## src/hw/rtl/radix_string_converter_defines.svh

```systemverilog
// Assertion macros shared by the radix string converter RTL.
// Included by radix_string_converter, the module that carries concurrent assertions; no other dependencies.
`ifndef RADIX_STRING_CONVERTER_DEFINES_SVH
`define RADIX_STRING_CONVERTER_DEFINES_SVH

// Checked on every rising edge outside reset.
`define RSC_ASSERT(lbl, prop, msg) \
   lbl: assert property (@(posedge clock) disable iff (reset) prop) else $error(msg);

// Checked on every rising edge, reset included.
`define RSC_ASSERT_ALWAYS(lbl, prop, msg) \
   lbl: assert property (@(posedge clock) prop) else $error(msg);

`endif

```

## src/hw/rtl/rsc_pkg.sv

```systemverilog
// Types, constants and helper functions for the radix string converter.
// Used by rsc_divider and radix_string_converter; depends on nothing.
package rsc_pkg;

   localparam int VALUE_BITS  = 16;
   localparam int MAX_DIGITS  = 16;
   localparam int CNT_W       = $clog2(MAX_DIGITS + 1);
   localparam int ADDR_W      = $clog2(MAX_DIGITS);
   localparam int DIGIT_W     = 4;
   localparam int BASE_W      = 5;
   localparam int CHAR_W      = 8;
   localparam int OUT_VALUE_W = 16;
   localparam int CSR_INDEX_W = 2;

   localparam logic [1:0] STATUS_OK        = 2'd0;
   localparam logic [1:0] STATUS_BAD_DIGIT = 2'd1;
   localparam logic [1:0] STATUS_OVERFLOW  = 2'd2;

   localparam logic [CSR_INDEX_W-1:0] CSR_SOURCE_BASE = 2'd0;
   localparam logic [CSR_INDEX_W-1:0] CSR_DEST_BASE   = 2'd1;

   localparam logic [BASE_W-1:0] SOURCE_BASE_RESET = 5'd10;
   localparam logic [BASE_W-1:0] DEST_BASE_RESET   = 5'd2;
   localparam logic [BASE_W-1:0] DEST_BASE_MIN     = 5'd2;
   localparam logic [BASE_W-1:0] DEST_BASE_MAX     = 5'd16;
   localparam logic [BASE_W-1:0] NOT_A_DIGIT       = 5'd16;

   typedef enum logic [2:0] {
      ST_IDLE,
      ST_DIV,
      ST_READ,
      ST_SEND,
      ST_ERR
   } state_type;

   typedef struct packed {
      logic [CHAR_W-1:0] in_char;
      logic              end_of_string;
   } req_payload_type;

   typedef struct packed {
      logic [CHAR_W-1:0]      out_digit;
      logic [1:0]             status;
      logic [OUT_VALUE_W-1:0] value;
      logic [CHAR_W-1:0]      bad_char;
      logic                   last_digit;
   } rsp_payload_type;

   function automatic logic [BASE_W-1:0] decode_char(input logic [CHAR_W-1:0] c);
      logic [BASE_W-1:0] d;
      d = NOT_A_DIGIT;
      if (c >= "0" && c <= "9") begin
         d = BASE_W'(c - "0");
      end else if (c >= "A" && c <= "F") begin
         d = BASE_W'(c - "A" + 8'd10);
      end else if (c >= "a" && c <= "f") begin
         d = BASE_W'(c - "a" + 8'd10);
      end
      return d;
   endfunction

   function automatic logic [CHAR_W-1:0] digit_to_ascii(input logic [DIGIT_W-1:0] d);
      logic [CHAR_W-1:0] c;
      if (d < 4'd10) begin
         c = "0" + CHAR_W'(d);
      end else begin
         c = "A" + CHAR_W'(d - 4'd10);
      end
      return c;
   endfunction

   function automatic logic [BASE_W-1:0] clamp_dest(input logic [BASE_W-1:0] b);
      logic [BASE_W-1:0] r;
      r = b;
      if (b < DEST_BASE_MIN) begin
         r = DEST_BASE_MIN;
      end else if (b > DEST_BASE_MAX) begin
         r = DEST_BASE_MAX;
      end
      return r;
   endfunction

endpackage

```

## src/hw/rtl/rsc_divider.sv

```systemverilog
// Restoring divider that retires one quotient bit per cycle.
// Depends on rsc_pkg; instantiated by radix_string_converter.
module rsc_divider (
   input  logic                             clock,
   input  logic                             reset,
   input  logic                             start,
   input  logic [rsc_pkg::VALUE_BITS-1:0]   dividend,
   input  logic [rsc_pkg::BASE_W-1:0]       divisor,
   output logic                             done,
   output logic [rsc_pkg::VALUE_BITS-1:0]   quotient,
   output logic [rsc_pkg::DIGIT_W-1:0]      remainder
);
   import rsc_pkg::*;

   localparam int STEP_W = $clog2(VALUE_BITS);

   logic                  busy_ff, busy_in;
   logic                  done_ff, done_in;
   logic [STEP_W-1:0]     step_ff, step_in;
   logic [VALUE_BITS-1:0] quo_ff, quo_in;
   logic [BASE_W-1:0]     rem_ff, rem_in;
   logic [BASE_W-1:0]     rem_shift;
   logic                  fits;

   always_comb begin
      rem_shift = {rem_ff[BASE_W-2:0], quo_ff[VALUE_BITS-1]};
      fits      = rem_shift >= divisor;
      busy_in   = busy_ff;
      done_in   = 1'b0;
      step_in   = step_ff;
      quo_in    = quo_ff;
      rem_in    = rem_ff;
      if (start) begin
         busy_in = 1'b1;
         step_in = '0;
         quo_in  = dividend;
         rem_in  = '0;
      end else if (busy_ff) begin
         quo_in  = {quo_ff[VALUE_BITS-2:0], fits};
         rem_in  = fits ? rem_shift - divisor : rem_shift;
         step_in = step_ff + 1'b1;
         if (step_ff == STEP_W'(VALUE_BITS - 1)) begin
            busy_in = 1'b0;
            done_in = 1'b1;
         end
      end
   end

   always_ff @(posedge clock) begin
      if (reset) begin
         busy_ff <= 1'b0;
         done_ff <= 1'b0;
      end else begin
         busy_ff <= busy_in;
         done_ff <= done_in;
      end
      step_ff <= step_in;
      quo_ff  <= quo_in;
      rem_ff  <= rem_in;
   end

   assign done      = done_ff;
   assign quotient  = quo_ff;
   assign remainder = rem_ff[DIGIT_W-1:0];

endmodule

```

## src/hw/rtl/radix_string_converter.sv

```systemverilog
// Channel     | Direction | Handshake            | Content
// req_        | in        | req_valid/req_ready  | one character and end-of-string flag
// rsp_        | out       | rsp_valid/rsp_ready  | one output digit or one error result
// csr_        | in        | csr_valid/csr_ready  | register index and base value
// A character that does not end the string is absorbed while the converter stays idle.
// The final character starts the digit pass: each output digit takes one division in the divider
// (a zero value skips it), then every result passes a digit memory read, then the transfer.
// Reset is synchronous and restores both bases; req_ready is low until the last result is taken.
// Top level of the radix string converter; depends on rsc_pkg, rsc_divider and the defines header.
`include "radix_string_converter_defines.svh"

module radix_string_converter (
   input  logic                               clock,
   input  logic                               reset,
   input  logic                               req_valid,
   output logic                               req_ready,
   input  rsc_pkg::req_payload_type           req_payload,
   output logic                               rsp_valid,
   input  logic                               rsp_ready,
   output rsc_pkg::rsp_payload_type           rsp_payload,
   input  logic                               csr_valid,
   output logic                               csr_ready,
   input  logic [rsc_pkg::CSR_INDEX_W-1:0]    csr_index,
   input  logic [rsc_pkg::BASE_W-1:0]         csr_wdata
);
   import rsc_pkg::*;

   localparam int PROD_W = VALUE_BITS + BASE_W + 1;

   state_type             state_ff, state_in;
   logic [BASE_W-1:0]     src_base_ff, src_base_in;
   logic [BASE_W-1:0]     dst_base_ff, dst_base_in;
   logic [VALUE_BITS-1:0] acc_ff, acc_in;
   logic [1:0]            err_ff, err_in;
   logic [CHAR_W-1:0]     bad_ff, bad_in;
   logic [CNT_W-1:0]      cnt_ff, cnt_in;
   logic [ADDR_W-1:0]     rd_ptr_ff, rd_ptr_in;
   logic [DIGIT_W-1:0]    rd_data_ff;
   logic [DIGIT_W-1:0]    digit_mem [MAX_DIGITS];

   logic                  req_xfer, rsp_xfer;
   logic [BASE_W-1:0]     digit;
   logic [PROD_W-1:0]     product;
   logic                  mem_we;
   logic [ADDR_W-1:0]     mem_addr;
   logic [DIGIT_W-1:0]    mem_wdata;
   logic                  div_start, div_done;
   logic [VALUE_BITS-1:0] div_dividend, div_quotient;
   logic [DIGIT_W-1:0]    div_remainder;
   logic                  more_digits;

   assign req_ready = state_ff == ST_IDLE;
   assign rsp_valid = state_ff == ST_SEND || state_ff == ST_ERR;
   assign csr_ready = 1'b1;
   assign req_xfer  = req_valid && req_ready;
   assign rsp_xfer  = rsp_valid && rsp_ready;

   rsc_divider u_divider (
      .clock     (clock),
      .reset     (reset),
      .start     (div_start),
      .dividend  (div_dividend),
      .divisor   (clamp_dest(dst_base_ff)),
      .done      (div_done),
      .quotient  (div_quotient),
      .remainder (div_remainder)
   );

   always_comb begin
      src_base_in = src_base_ff;
      dst_base_in = dst_base_ff;
      if (csr_valid) begin
         unique case (csr_index)
            CSR_SOURCE_BASE: src_base_in = csr_wdata;
            CSR_DEST_BASE:   dst_base_in = csr_wdata;
            default:         ;
         endcase
      end
   end

   always_comb begin
      digit        = decode_char(req_payload.in_char);
      product      = PROD_W'(acc_ff) * PROD_W'(src_base_ff) + PROD_W'(digit);
      more_digits  = 1'b0;
      acc_in       = acc_ff;
      err_in       = err_ff;
      bad_in       = bad_ff;
      cnt_in       = cnt_ff;
      rd_ptr_in    = rd_ptr_ff;
      mem_we       = 1'b0;
      mem_addr     = cnt_ff[ADDR_W-1:0];
      mem_wdata    = div_remainder;
      div_start    = 1'b0;
      div_dividend = div_quotient;
      unique case (state_ff)
         ST_IDLE: begin
            if (req_xfer) begin
               if (err_ff == STATUS_OK) begin
                  if (digit >= src_base_ff) begin
                     err_in = STATUS_BAD_DIGIT;
                     bad_in = req_payload.in_char;
                  end else if (product[PROD_W-1:VALUE_BITS] != '0) begin
                     err_in = STATUS_OVERFLOW;
                     acc_in = '0;
                  end else begin
                     acc_in = product[VALUE_BITS-1:0];
                  end
               end
               if (req_payload.end_of_string && err_in == STATUS_OK) begin
                  if (acc_in == '0) begin
                     mem_we    = 1'b1;
                     mem_addr  = '0;
                     mem_wdata = '0;
                     cnt_in    = CNT_W'(1);
                     rd_ptr_in = '0;
                  end else begin
                     div_start    = 1'b1;
                     div_dividend = acc_in;
                  end
               end
            end
         end
         ST_DIV: begin
            if (div_done) begin
               mem_we      = 1'b1;
               cnt_in      = cnt_ff + 1'b1;
               more_digits = div_quotient != '0 && cnt_in < CNT_W'(MAX_DIGITS);
               div_start   = more_digits;
               rd_ptr_in   = ADDR_W'(cnt_in - 1'b1);
            end
         end
         ST_READ: ;
         ST_SEND: begin
            if (rsp_xfer) begin
               if (rd_ptr_ff == '0) begin
                  acc_in = '0;
                  err_in = STATUS_OK;
                  bad_in = '0;
                  cnt_in = '0;
               end else begin
                  rd_ptr_in = rd_ptr_ff - 1'b1;
               end
            end
         end
         ST_ERR: begin
            if (rsp_xfer) begin
               acc_in = '0;
               err_in = STATUS_OK;
               bad_in = '0;
               cnt_in = '0;
            end
         end
         default: ;
      endcase
   end

   always_comb begin
      state_in = state_ff;
      unique case (state_ff)
         ST_IDLE: begin
            if (req_xfer && req_payload.end_of_string) begin
               if (err_in != STATUS_OK) begin
                  state_in = ST_ERR;
               end else if (acc_in == '0) begin
                  state_in = ST_READ;
               end else begin
                  state_in = ST_DIV;
               end
            end
         end
         ST_DIV: begin
            if (div_done && !more_digits) begin
               state_in = ST_READ;
            end
         end
         ST_READ: state_in = ST_SEND;
         ST_SEND: begin
            if (rsp_xfer) begin
               state_in = (rd_ptr_ff == '0) ? ST_IDLE : ST_READ;
            end
         end
         ST_ERR: begin
            if (rsp_xfer) begin
               state_in = ST_IDLE;
            end
         end
         default: state_in = ST_IDLE;
      endcase
   end

   always_comb begin
      rsp_payload = '0;
      unique case (state_ff)
         ST_SEND: begin
            rsp_payload.out_digit  = digit_to_ascii(rd_data_ff);
            rsp_payload.status     = STATUS_OK;
            rsp_payload.value      = OUT_VALUE_W'(acc_ff);
            rsp_payload.last_digit = rd_ptr_ff == '0;
         end
         ST_ERR: begin
            rsp_payload.status     = err_ff;
            rsp_payload.bad_char   = bad_ff;
            rsp_payload.last_digit = 1'b1;
         end
         default: ;
      endcase
   end

   always_ff @(posedge clock) begin
      if (mem_we) begin
         digit_mem[mem_addr] <= mem_wdata;
      end
      if (state_ff == ST_READ) begin
         rd_data_ff <= digit_mem[rd_ptr_ff];
      end
   end

   always_ff @(posedge clock) begin
      if (reset) begin
         state_ff    <= ST_IDLE;
         src_base_ff <= SOURCE_BASE_RESET;
         dst_base_ff <= DEST_BASE_RESET;
         acc_ff      <= '0;
         err_ff      <= STATUS_OK;
         bad_ff      <= '0;
         cnt_ff      <= '0;
      end else begin
         state_ff    <= state_in;
         src_base_ff <= src_base_in;
         dst_base_ff <= dst_base_in;
         acc_ff      <= acc_in;
         err_ff      <= err_in;
         bad_ff      <= bad_in;
         cnt_ff      <= cnt_in;
      end
      rd_ptr_ff <= rd_ptr_in;
   end

   `RSC_ASSERT_ALWAYS(a_reset_idle, reset |=> state_ff == ST_IDLE, "reset did not return to idle")
   `RSC_ASSERT(a_no_overlap, req_ready |-> !rsp_valid, "input taken while a result is pending")
   `RSC_ASSERT(a_done_in_div, div_done |-> state_ff == ST_DIV, "divider finished outside digit pass")
   `RSC_ASSERT(a_error_last, (rsp_valid && rsp_payload.status != STATUS_OK) |-> rsp_payload.last_digit, "error result not marked last")
   `RSC_ASSERT(a_count_range, cnt_ff <= CNT_W'(MAX_DIGITS), "digit count beyond memory depth")

endmodule
```

## config.mk

```make
export PLATFORM = sky130hd
export DESIGN_NAME = radix_string_converter
export DESIGN_NICKNAME = d
export VERILOG_FILES = /design/src/hw/rtl/rsc_pkg.sv /design/src/hw/rtl/rsc_divider.sv /design/src/hw/rtl/radix_string_converter.sv
export VERILOG_INCLUDE_DIRS = /design/src /design/src/hw/rtl
export SDC_FILE = /design/constraint.sdc
export NUM_CORES = 1
export LEC_CHECK = 0
export BUFFER_PORTS_ARGS = -buffer_cell sky130_fd_sc_hd__buf_2
export CAP_MARGIN = 20
export CORE_MARGIN = 2
export CORE_UTILIZATION = 54
export CTS_CLUSTER_DIAMETER = 80
export DETAILED_ROUTE_END_ITERATION = 8
export GPL_ROUTABILITY_DRIVEN = 0
export PLACE_DENSITY = 0.73
export SLEW_MARGIN = 5
export SYNTH_ARGS = -nofsm -noshare
export SYNTH_HDL_FRONTEND = slang
export SYNTH_SLANG_ARGS = --single-unit
```

## constraint.sdc

```tcl
create_clock -name clock -period 9.5 [get_ports clock]
set_input_delay 0.95 -clock clock [delete_from_list [all_inputs] [get_ports clock]]
set_output_delay 0.95 -clock clock [all_outputs]
set_load 0.05 [all_outputs]
```

* Word-level counts from Yosys, hierarchy flattened
Memories as Yosys holds them, arrays and structs flattened. A register that Yosys moved wholly into a read port is not among the register bits. Cells that the tools add are included.
Operators by class: add/subtract/negate cells 14, multiply operators 1, div/mod/pow operators 0, magnitude comparators 12, equal/unequal tests 22, shifts and indexed selects 0, muxes and demuxes 93, bitwise gates (word level) 1, reductions and logical operators 33
Operators with widths (number):
- $mux 16 | 16
- $mux 8 | 9
- $mux 4 | 15
- $mux 5 | 12
- $pmux 16 s3 | 1
- $logic_not 16->1 | 2
- $mux 2 | 12
- $pmux 8 s3 | 1
- $add 21x5->22 | 1
- $mul 16x5->21 | 1
- $pmux 5 s4 | 1
- $ne 2x1->1 const B | 9
- $ge 8x7->1 const B | 2
- $le 8x7->1 const B | 2
- $reduce_bool 16->1 | 1
- $mux 1 | 15
- $mux 3 | 5
- $pmux 3 s5 | 1
- $ne 2x2->1 const B | 7
- $reduce_and 7->1 | 2
- $pmux 4 s3 | 1
- $add 5x4->5 const B | 2
- $ge 5x5->1 | 2
- $sub 5x1->5 const B | 2
- other kinds (37) | 54
Storage, ports and cells: register bits after elaboration 74, latch bits 0, bits in writable memories 64, bits in read-only memories 0, input bits 21, output and inout bits 38, word-level logic and storage cells 190, memories 1
Memory list:
- digit_mem | depth 16, bits a word 4, rd ports 1, clocked after memory_dff 1, write ports 1, line radix_string_converter.sv:39 | logic [DIGIT_W-1:0] digit_mem [MAX_DIGITS];

* Logic depth before layout (Yosys ltp)
Gate-level depths: netlist of the first run.
depth after elaboration 19, gate-level depth with buffers 27, depth with buffers taken out 25

* Hierarchy
Synthesis of the first run repeated with hierarchy kept, for this count alone.
Second synthesis, totals: cells, all modules 1055, area total of the unflattened synthesis 10304.9 um^2
By module, submodules not included:
- radix_string_converter | instances 1, cells an instance 949, area each 9013.6 um^2, sequential area each 3042.9 um^2
- rsc_divider | instances 1, cells an instance 106, area each 1291.2 um^2, sequential area each 680.7 um^2

* Least setup slack after synthesis of the first run
Ideal clock, no wire load.
path kind input-to-reg, from in req_payload[2] (netlist bit), to reg u_divider.quo_ff[0] (netlist: u_divider.quotient[0]), enable pin, setup time 372 ps, arrival time 6428 ps, slack 2701 ps, cell stages on the path 23, path buffers 1, cell sequence inv_1 -> ha_1 -> o21bai_1 -> a2111oi_0 -> o21ai_0 -> o21ai_0 -> inv_1 -> fa_1 -> inv_1 -> ha_1 -> inv_1 -> fa_1 -> fa_1 -> nand2b_1 -> a211oi_2 -> nor2_1 -> o31ai_2 -> xnor2_1 -> or4_4 -> nor3_2 -> buf_2 -> nand3_1 -> nand2_1
On the way: longest elaborated chain between the ends 19, elaborated cells on any way between the ends 43, classes of those cells 6 x add/sub; 7 x order compare; 4 x eq/ne; 17 x mux; 9 x reduce/logical
RTL lines:
- start, declared | line radix_string_converter.sv:17 | input rsc_pkg::req_payload_type req_payload,
- $sub 5x1->5 (tied with other cells) | line rsc_pkg.sv:55, rsc_pkg.sv:57
- $add 5x4->5 / $logic_and 1x1->1 (equally long branches) | line rsc_pkg.sv:55, rsc_pkg.sv:57, rsc_pkg.sv:56
- $mux 5 | line rsc_pkg.sv:56 | end else if (c >= "a" && c <= "f") begin
- $mux 5 | line rsc_pkg.sv:54 | end else if (c >= "A" && c <= "F") begin
- $mux 5 * | line rsc_pkg.sv:52 | if (c >= "0" && c <= "9") begin
- $add 21x5->22 | line radix_string_converter.sv:83 | product = PROD_W'(acc_ff) * PROD_W'(src_base_ff) + PROD_W'(digit);
- $reduce_bool 6->1 | line radix_string_converter.sv:102 | end else if (product[PROD_W-1:VALUE_BITS] != '0) begin
- $mux 16 / $mux 2 (equally long branches) | line radix_string_converter.sv:102
- [3 not listed]
- $mux 16 / $mux 2 (equally long branches) | line radix_string_converter.sv:95 | unique case (state_ff)
- $logic_not 16->1 / $logic_not 2->1 (equally long branches) | line radix_string_converter.sv:110, radix_string_converter.sv:109
- $mux 1 / $logic_and 1x1->1 (equally long branches) | line radix_string_converter.sv:110, radix_string_converter.sv:109
- $mux 1 | line radix_string_converter.sv:109 | if (req_payload.end_of_string && err_in == STATUS_OK) begin
- $mux 1 | line radix_string_converter.sv:97 | if (req_xfer) begin
- $pmux 1 s2 | line radix_string_converter.sv:95
- $ne 2x2->1 (no source line) (tied with other cells)
- $reduce_and 5->1 (no source line) *
- end signal, assigned | line rsc_divider.sv:58 | quo_ff <= quo_in;
- end, declared | line rsc_divider.sv:20 | logic [VALUE_BITS-1:0] quo_ff, quo_in;
Mark *: on every way between the ends. The rest lies on a longest branch, timed or not. The select of a mux whose other input is x is not followed. A chain may end at the register's enable or synchronous reset.

* Final worst setup path of the first run
from in req_payload[2] (netlist bit), to reg u_divider.quo_ff[5] (netlist: u_divider.quotient[5]), enable pin
Same word-level chain as after synthesis.

==> results.md, run 1 <==
* Sequential group share of total power at 41.8%
* H-tree depth at 4
* Critical Path AT at 7.79 ns
* Sequential-to-total area share from yosys stat at 36.1%
* Setup violations, final at 0
* DR vias at 8200
* Outcome: completed
* Die footprint at 20200 µm²
* Num ports at 59
* Final ANT Viol Nets at 0
* Final min period at 7.73 ns
* Post-Syn Instances at 1078
* Pwr per Cell Area at 168 nW/µm²
* Layout net count at 1234
* CTS root buf: clkbuf_16
* Data required, critical path at 9.56 ns
* Switching Power at 0.600 mW
* Vias in the first global route at 7964
* Register-to-Register Path Depth at 15
* Setup TNS at 0 ns
* Worst Hold Class: reg -> reg
* Area growth from synthesis to layout at 9.51%
* Worst Setup Start Kind: primary input
* Wire length per cell at 19.1 µm
* Critical path endpoint category: flop
* Yosys warns at 0
* Global Route Usage Sum at 26.6%
* Area leader, netlist: edfxtp_1
* FFs w/ async S/R, synth at 0%
* Share of the synthesized area in the top cell type at 25.6%
* Int Pwr at 1.29 mW
* # rows at 50
* PostCTS Resize Cnt at 0
* Synthesized area per cell at 9.56 µm²
* Synth Cell Area at 10300 µm²
* Reg-to-Reg Start: src_base_ff[4]
* Largest net degree at the start of global routing at 43
* Clock group share of total power at 34.3%
* IO buf count at 56
* Worst Skew at 0.00880 ns
* Top FF cell, synth: edfxtp_1
* Antenna diode count at 0
* Post-CTS Setup Inserts at 0
* Reg2reg setup slack at 2.67 ns
* Vias/cell at 6.08
* Final period util at 81.3%
* Register bit total from synthesis at 142
* WS Path Type: in -> reg
* Leakage Power at 5.02 nW
* Hold buffers post-CTS at 0
* Distinct cells, synth at 71
* DR DRC count at 0
* Max cap viols at 0
* CTS tree: yes
* Core area at 18700 µm²
* Die width at 142 µm
* Clock buffer depth at 2
* Largest cells by area after synthesis: edfxtp_1, dfxtp_1, fa_1
* Slew HR at 29.3%
* RSZ-0062 raised after global routing: false
* DRT Wirelength at 25.8 mm
* DR pass1 iterations at 5
* Initial antenna violation count at 0
* Final HPWL DP at 19.2 mm
* Worst-margin pin slew at 1.03 ns
* Drt initial violations at 839
* FMAX at 129 MHz
* Inserted Clock Buffers at 17
* Die Y at 142 µm
* Sw frac at 31.7%
* CP max FO at 21
* Worst-path clk slew at 0.06 ns
* Clock Sinks at 142
* Max VDD drop at 0.119 mV
* Post-synth EDFFs at 88
* Share of cells above drive strength 1 at 12.2%
* Pins Over Slew Limit at 0
* Syn_nets at 1210
* Hold Path Sink: bad_ff[2]
* Hold slack at 0.449 ns
* GRT overflow at 0
* Worst r2r dst: u_divider.quotient[5]
* Global-route wire length before repair at 41.7 mm
* Final Hold Vio Count at 0
* Worst skew pair latency at 0.43 ns
* HP Start: bad_ff[2]
* Hold path depth at 2
* Starting Density at 55.1%
* Combinational fraction of design power at 24.0%
kinds of logic after synthesis:
| family | after synthesis | synth area share (%) |
|---|---|---|
| other | 2 | 0.0729 |
| buffers and inverters | 131 | 5.03 |
| AOI/OAI and AO/OA | 201 | 13.3 |
| muxes | 56 | 6.95 |
| DFF | 142 | 36.1 |
| adders and majority gates | 111 | 17.0 |
| and+or+nand+nor | 404 | 18.9 |
| xor gates and xnor gates | 31 | 2.64 |
layout make-up:
type	count	area (µm²)
multi-input cells	805	6060
clock buffers	19	433
fillers	1577	7420
well taps	234	293
repair buffers	67	374
inverters	69	259
flip-flops and latches	142	3720
clock inverters	13	139
power by group through the flow:
stage          Clock [mW]  Combinational [mW]  Sequential, mW
3_5_place_dp            0               0.436           0.804
2_1_floorplan           0               0.344           0.774
6_report            0.649               0.454           0.791
5_1_grt             0.679               0.501           0.798
4_1_cts             0.652               0.440           0.791
3_3_place_gp            0               0.424           0.803
layout by cell type, fill, tap and decap left out, types with 5 or more instances in the layout:
cell type	instances
a21o_1	8
o211ai_1	7
a21oi_1	55
fa_1	48
clkbuf_16	17
nand4_1	8
mux2i_1	31
and3_1	32
xor2_1	17
a211oi_1	15
nand2b_1	10
nor2b_1	11
nor3_1	7
and2_1	44
buf_2	56
a22oi_1	19
ha_1	63
inv_1	69
buf_4	9
mux2_2	8
o21ai_0	40
nand3_1	20
xnor2_1	14
edfxtp_1	88
mux4_2	8
nand2_1	139
nor4_1	12
or4_1	5
nor2_1	95
o21a_1	5
mux2_4	9
dfxtp_1	54
how the worst max path moves through the flow:
| stage | from | end | slack (ns) | cells after the start |
|---|---|---|---|---|
| 6_report | req_payload[2] | u_divider.quotient[5] | 1.77 | 23 |
| 5_1_grt | req_payload[2] | u_divider.quotient[5] | 1.18 | 24 |
| 4_1_cts | req_payload[2] | u_divider.quotient[4] | 1.85 | 23 |
| 3_5_place_dp | req_payload[2] | u_divider.quotient[9] | 1.43 | 23 |
| 3_3_place_gp | req_payload[1] | u_divider.quotient[8] | 1.66 | 23 |
| 2_1_floorplan | req_payload[2] | u_divider.quotient[0] | 2.70 | 23 |
metal layers:
layer	vias up	routed length, µm	GRT usage, %
met5	-	0	0
met4	0	597	8.89
met3	50	1960	4.88
met2	356	12400	44.7
met1	3941	10800	34.8
li1	3853	-	-
flip-flops by register name, summed over array words and instances, names as in the netlist:
register            cells
src_base_ff             5
u_divider.done          1
rd_data_ff              4
dst_base_ff             5
u_divider.busy_ff       1
state_ff                3
acc_ff                 16
u_divider.rem_ff        4
err_ff                  2
rd_ptr_ff               4
u_divider.step_ff       4
bad_ff                  8
cnt_ff                  5
digit_mem              64
u_divider.quotient     16
critical path: stages:
cell,delay (ns)
buf_2,0.13
inv_1,0.08
ha_1,0.17
o21bai_1,0.07
a2111oi_0,0.91
o21ai_0,0.21
o21ai_0,0.16
inv_1,0.10
fa_1,0.49
inv_1,0.05
ha_1,0.18
inv_1,0.07
fa_1,0.46
fa_1,0.47
nand2b_1,0.21
a211oi_2,0.24
nor2_1,0.13
o31ai_2,0.27
xnor2_1,0.12
or4_4,0.69
nor3_2,0.84
nand3_1,0.20
nand2_1,0.57
synth_stat cells, types with 3 or more instances:
library cell,instances
fa_1,48
nand3b_1,4
mux2_4,9
edfxtp_1,88
or4_1,5
xnor2_1,14
o211ai_1,7
and3_1,32
a2bb2oi_1,4
nor2b_1,11
clkbuf_1,49
a211oi_1,15
o31ai_1,4
a22o_1,3
buf_2,7
nand2_1,139
nor3b_1,4
inv_1,69
or2_2,3
o21ai_1,3
dfxtp_1,54
or3_1,4
a21o_1,8
xor2_1,17
o211a_1,4
o21a_1,5
and2_1,44
nor4_1,12
o21bai_1,4
o2111ai_1,4
a21oi_1,55
a221oi_1,4
mux2i_1,31
nor3_1,7
ha_1,63
o21ai_0,40
mux2_2,8
nor2_1,95
nand4_1,8
nand3_1,20
a22oi_1,19
nand2b_1,10
mux4_2,8
stage by stage:
stage / worst slack (ns) / std cells / util [%] / power (mW) / area [µm²]
after floorplan: 2.70 / 1078 / - / 1.12 / 10300
after global placement: 1.66 / 1313 / 57.0 / 1.23 / 10700
after detailed placement: 1.43 / 1313 / 57.0 / 1.24 / 10700
after CTS: 1.85 / 1345 / 60.1 / 1.88 / 11200
after global routing: 1.18 / 1349 / 60.3 / 1.98 / 11300
final: 1.77 / 1349 / 60.3 / 1.89 / 11300
No activity file was read; power rests on OpenSTA's default activity.
==> run 2: changes to the inputs <==
Settings changed: PLACE_DENSITY 0.73 to 0.76.
Clock period 9.5 ns to 7.1 ns, I/O delays scaled along.
==> results.md, run 2 (synthesized netlist as in run 1, its figures left out) <==
* Outcome: completed
* Setup TNS at 0 ns
* Die Y at 142 µm
* Core area at 18700 µm²
* Antenna diode count at 0
* Global-route wire length before repair at 41.5 mm
* Share of cells above drive strength 1 at 12.9%
* Switching Power at 0.845 mW
* Hold slack at 0.452 ns
* Leakage Power at 5.08 nW
* Data required, critical path at 7.27 ns
* Vias/cell at 6.12
* Crit. Startpoint: req_payload[2]
* Clock Sinks at 142
* Largest net degree at the start of global routing at 43
* DR pass1 iterations at 7
* FMAX at 154 MHz
* DP Cell Count at 1322
* Final min period at 6.51 ns
* Worst-path clk slew at 0.07 ns
* Critical Path AT at 6.68 ns
* Inserted Clock Buffers at 17
* Initial antenna violation count at 0
* Max cap viols at 0
* Num ports at 59
* Clock group share of total power at 35.7%
* Top reg by flops: digit_mem
* Final ANT Viol Nets at 0
* Pwr per Cell Area at 229 nW/µm²
* DR DRC count at 0
* WS Path Type: in -> reg
* RSZ-0062 raised after global routing: false
* Finished layout cell area at 11400 µm²
* Die footprint at 20200 µm²
* Max FFs per register at 64
* CTS tree: yes
* DR vias at 8298
* # rows at 50
* Area growth from synthesis to layout at 10.2%
* Most frequent cells in the layout: nand2_1, nor2_1, edfxtp_1, inv_1, ha_1
* Post-CTS Setup Inserts at 0
* Max VDD drop at 0.142 mV
* PostCTS Resize Cnt at 0
* Pins Over Slew Limit at 0
* IO buf count at 56
* Layout net count at 1240
* Worst Setup Start Kind: primary input
* DRT Wirelength at 25.7 mm
* Die width at 142 µm
* Drt initial violations at 971
* GRT overflow at 0
* Clock buffer depth at 2
* Setup violations, final at 0
* Int Pwr at 1.76 mW
* Cell Area, Placed at 10700 µm²
* Combinational fraction of design power at 23.6%
* Critical path endpoint category: flop
* Worst-margin pin slew at 0.881 ns
* Worst Hold Class: reg -> reg
* Starting Density at 55.1%
* Final non-filler cell total at 1355
* Slew HR at 41.2%
* CTS root buf: clkbuf_16
* Reg-to-Reg Start: src_base_ff[3]
* Sequential group share of total power at 40.7%
* Vias in the first global route at 7973
* Worst skew pair latency at 0.42 ns
* HP Start: bad_ff[5]
* Hold buffers post-CTS at 0
* Global Route Usage Sum at 26.1%
* Final HPWL DP at 18.8 mm
* Sw frac at 32.5%
* Final Hold Vio Count at 0
* Worst Skew at 0.00845 ns
* H-tree depth at 4
* Wire length per cell at 19.0 µm
* Final period util at 91.6%
* CP max FO at 26
* Commonest non-fill, non-tap cell in the layout: nand2_1
[run 2: cell types whose count changed in the layout (fill, tap and decap cells not counted), sizes merged]
cell / before / now
inv: 73 / 80
clkbuf: 19 / 17
clkinv: 3 / 2
buf: 67 / 73
clkinvlp: 4 / 0
[run 2: worst paths after layout]
check | endpoint | slack, ns | cells past startpoint
max reg2reg | u_divider.quotient[3] | 0.88 | 17
max | u_divider.quotient[3] | 0.59 | 25
min | bad_ff[5] | 0.45 | 2
min reg2reg | bad_ff[5] | 0.45 | 2
[run 2: power groups by stage]
| stage | Clock (mW) | Sequential, mW | Combinational [mW] |
|---|---|---|---|
| after floorplan | 0 | 1.04 | 0.460 |
| after global placement | 0 | 1.07 | 0.588 |
| after detailed placement | 0 | 1.07 | 0.600 |
| after CTS | 0.930 | 1.06 | 0.610 |
| after global routing | 0.966 | 1.07 | 0.675 |
| final | 0.927 | 1.06 | 0.615 |
[run 2: critical path, cell delays in order]
cell and delay, ns:
buf_2 0.13, inv_1 0.09, ha_1 0.16, o21bai_1 0.08
a2111oi_0 0.40, buf_4 0.21, o21ai_0 0.08, o21ai_0 0.13
inv_1 0.11, fa_1 0.50, inv_1 0.05, ha_1 0.19
inv_1 0.07, fa_1 0.46, fa_1 0.46, nand2b_1 0.22
a211oi_2 0.24, nor2_1 0.12, o31ai_2 0.27, xnor2_1 0.11
or4_4 0.69, nand2b_4 0.24, o31ai_4 0.18, buf_4 0.37
mux2_2 0.39
[run 2: through the flow]
stage	power, mW	setup slack, ns	utilization [%]
after global routing	2.71	0.185	60.7
after detailed placement	1.67	0.215	57.4
after global placement	1.66	0.393	57.4
after floorplan	1.50	0.541	-
final	2.60	0.594	60.7
after CTS	2.60	0.643	60.7
[run 2: metal layers]
metal | vias to the layer above | share of wire (%) | wire (µm) | GRT usage (%)
met1 | 3946 | 41 | 10700 | 34.9
li1 | 3861 | - | - | -
met4 | 0 | 2.8 | 711 | 8.37
met3 | 70 | 8.8 | 2260 | 5.48
met5 | - | 0 | 0 | 0
met2 | 421 | 47 | 12100 | 42.7
[run 2: final cells by class]
| type | count | area [µm²] |
|---|---|---|
| Clock buffer | 17 | 425 |
| Inverter | 69 | 259 |
| Fill cell | 1547 | 7350 |
| Timing Repair Buffer | 73 | 405 |
| Clock inverter | 15 | 185 |
| Sequential cell | 142 | 3720 |
| Multi-Input combinational cell | 805 | 6060 |
| Tap cell | 234 | 293 |
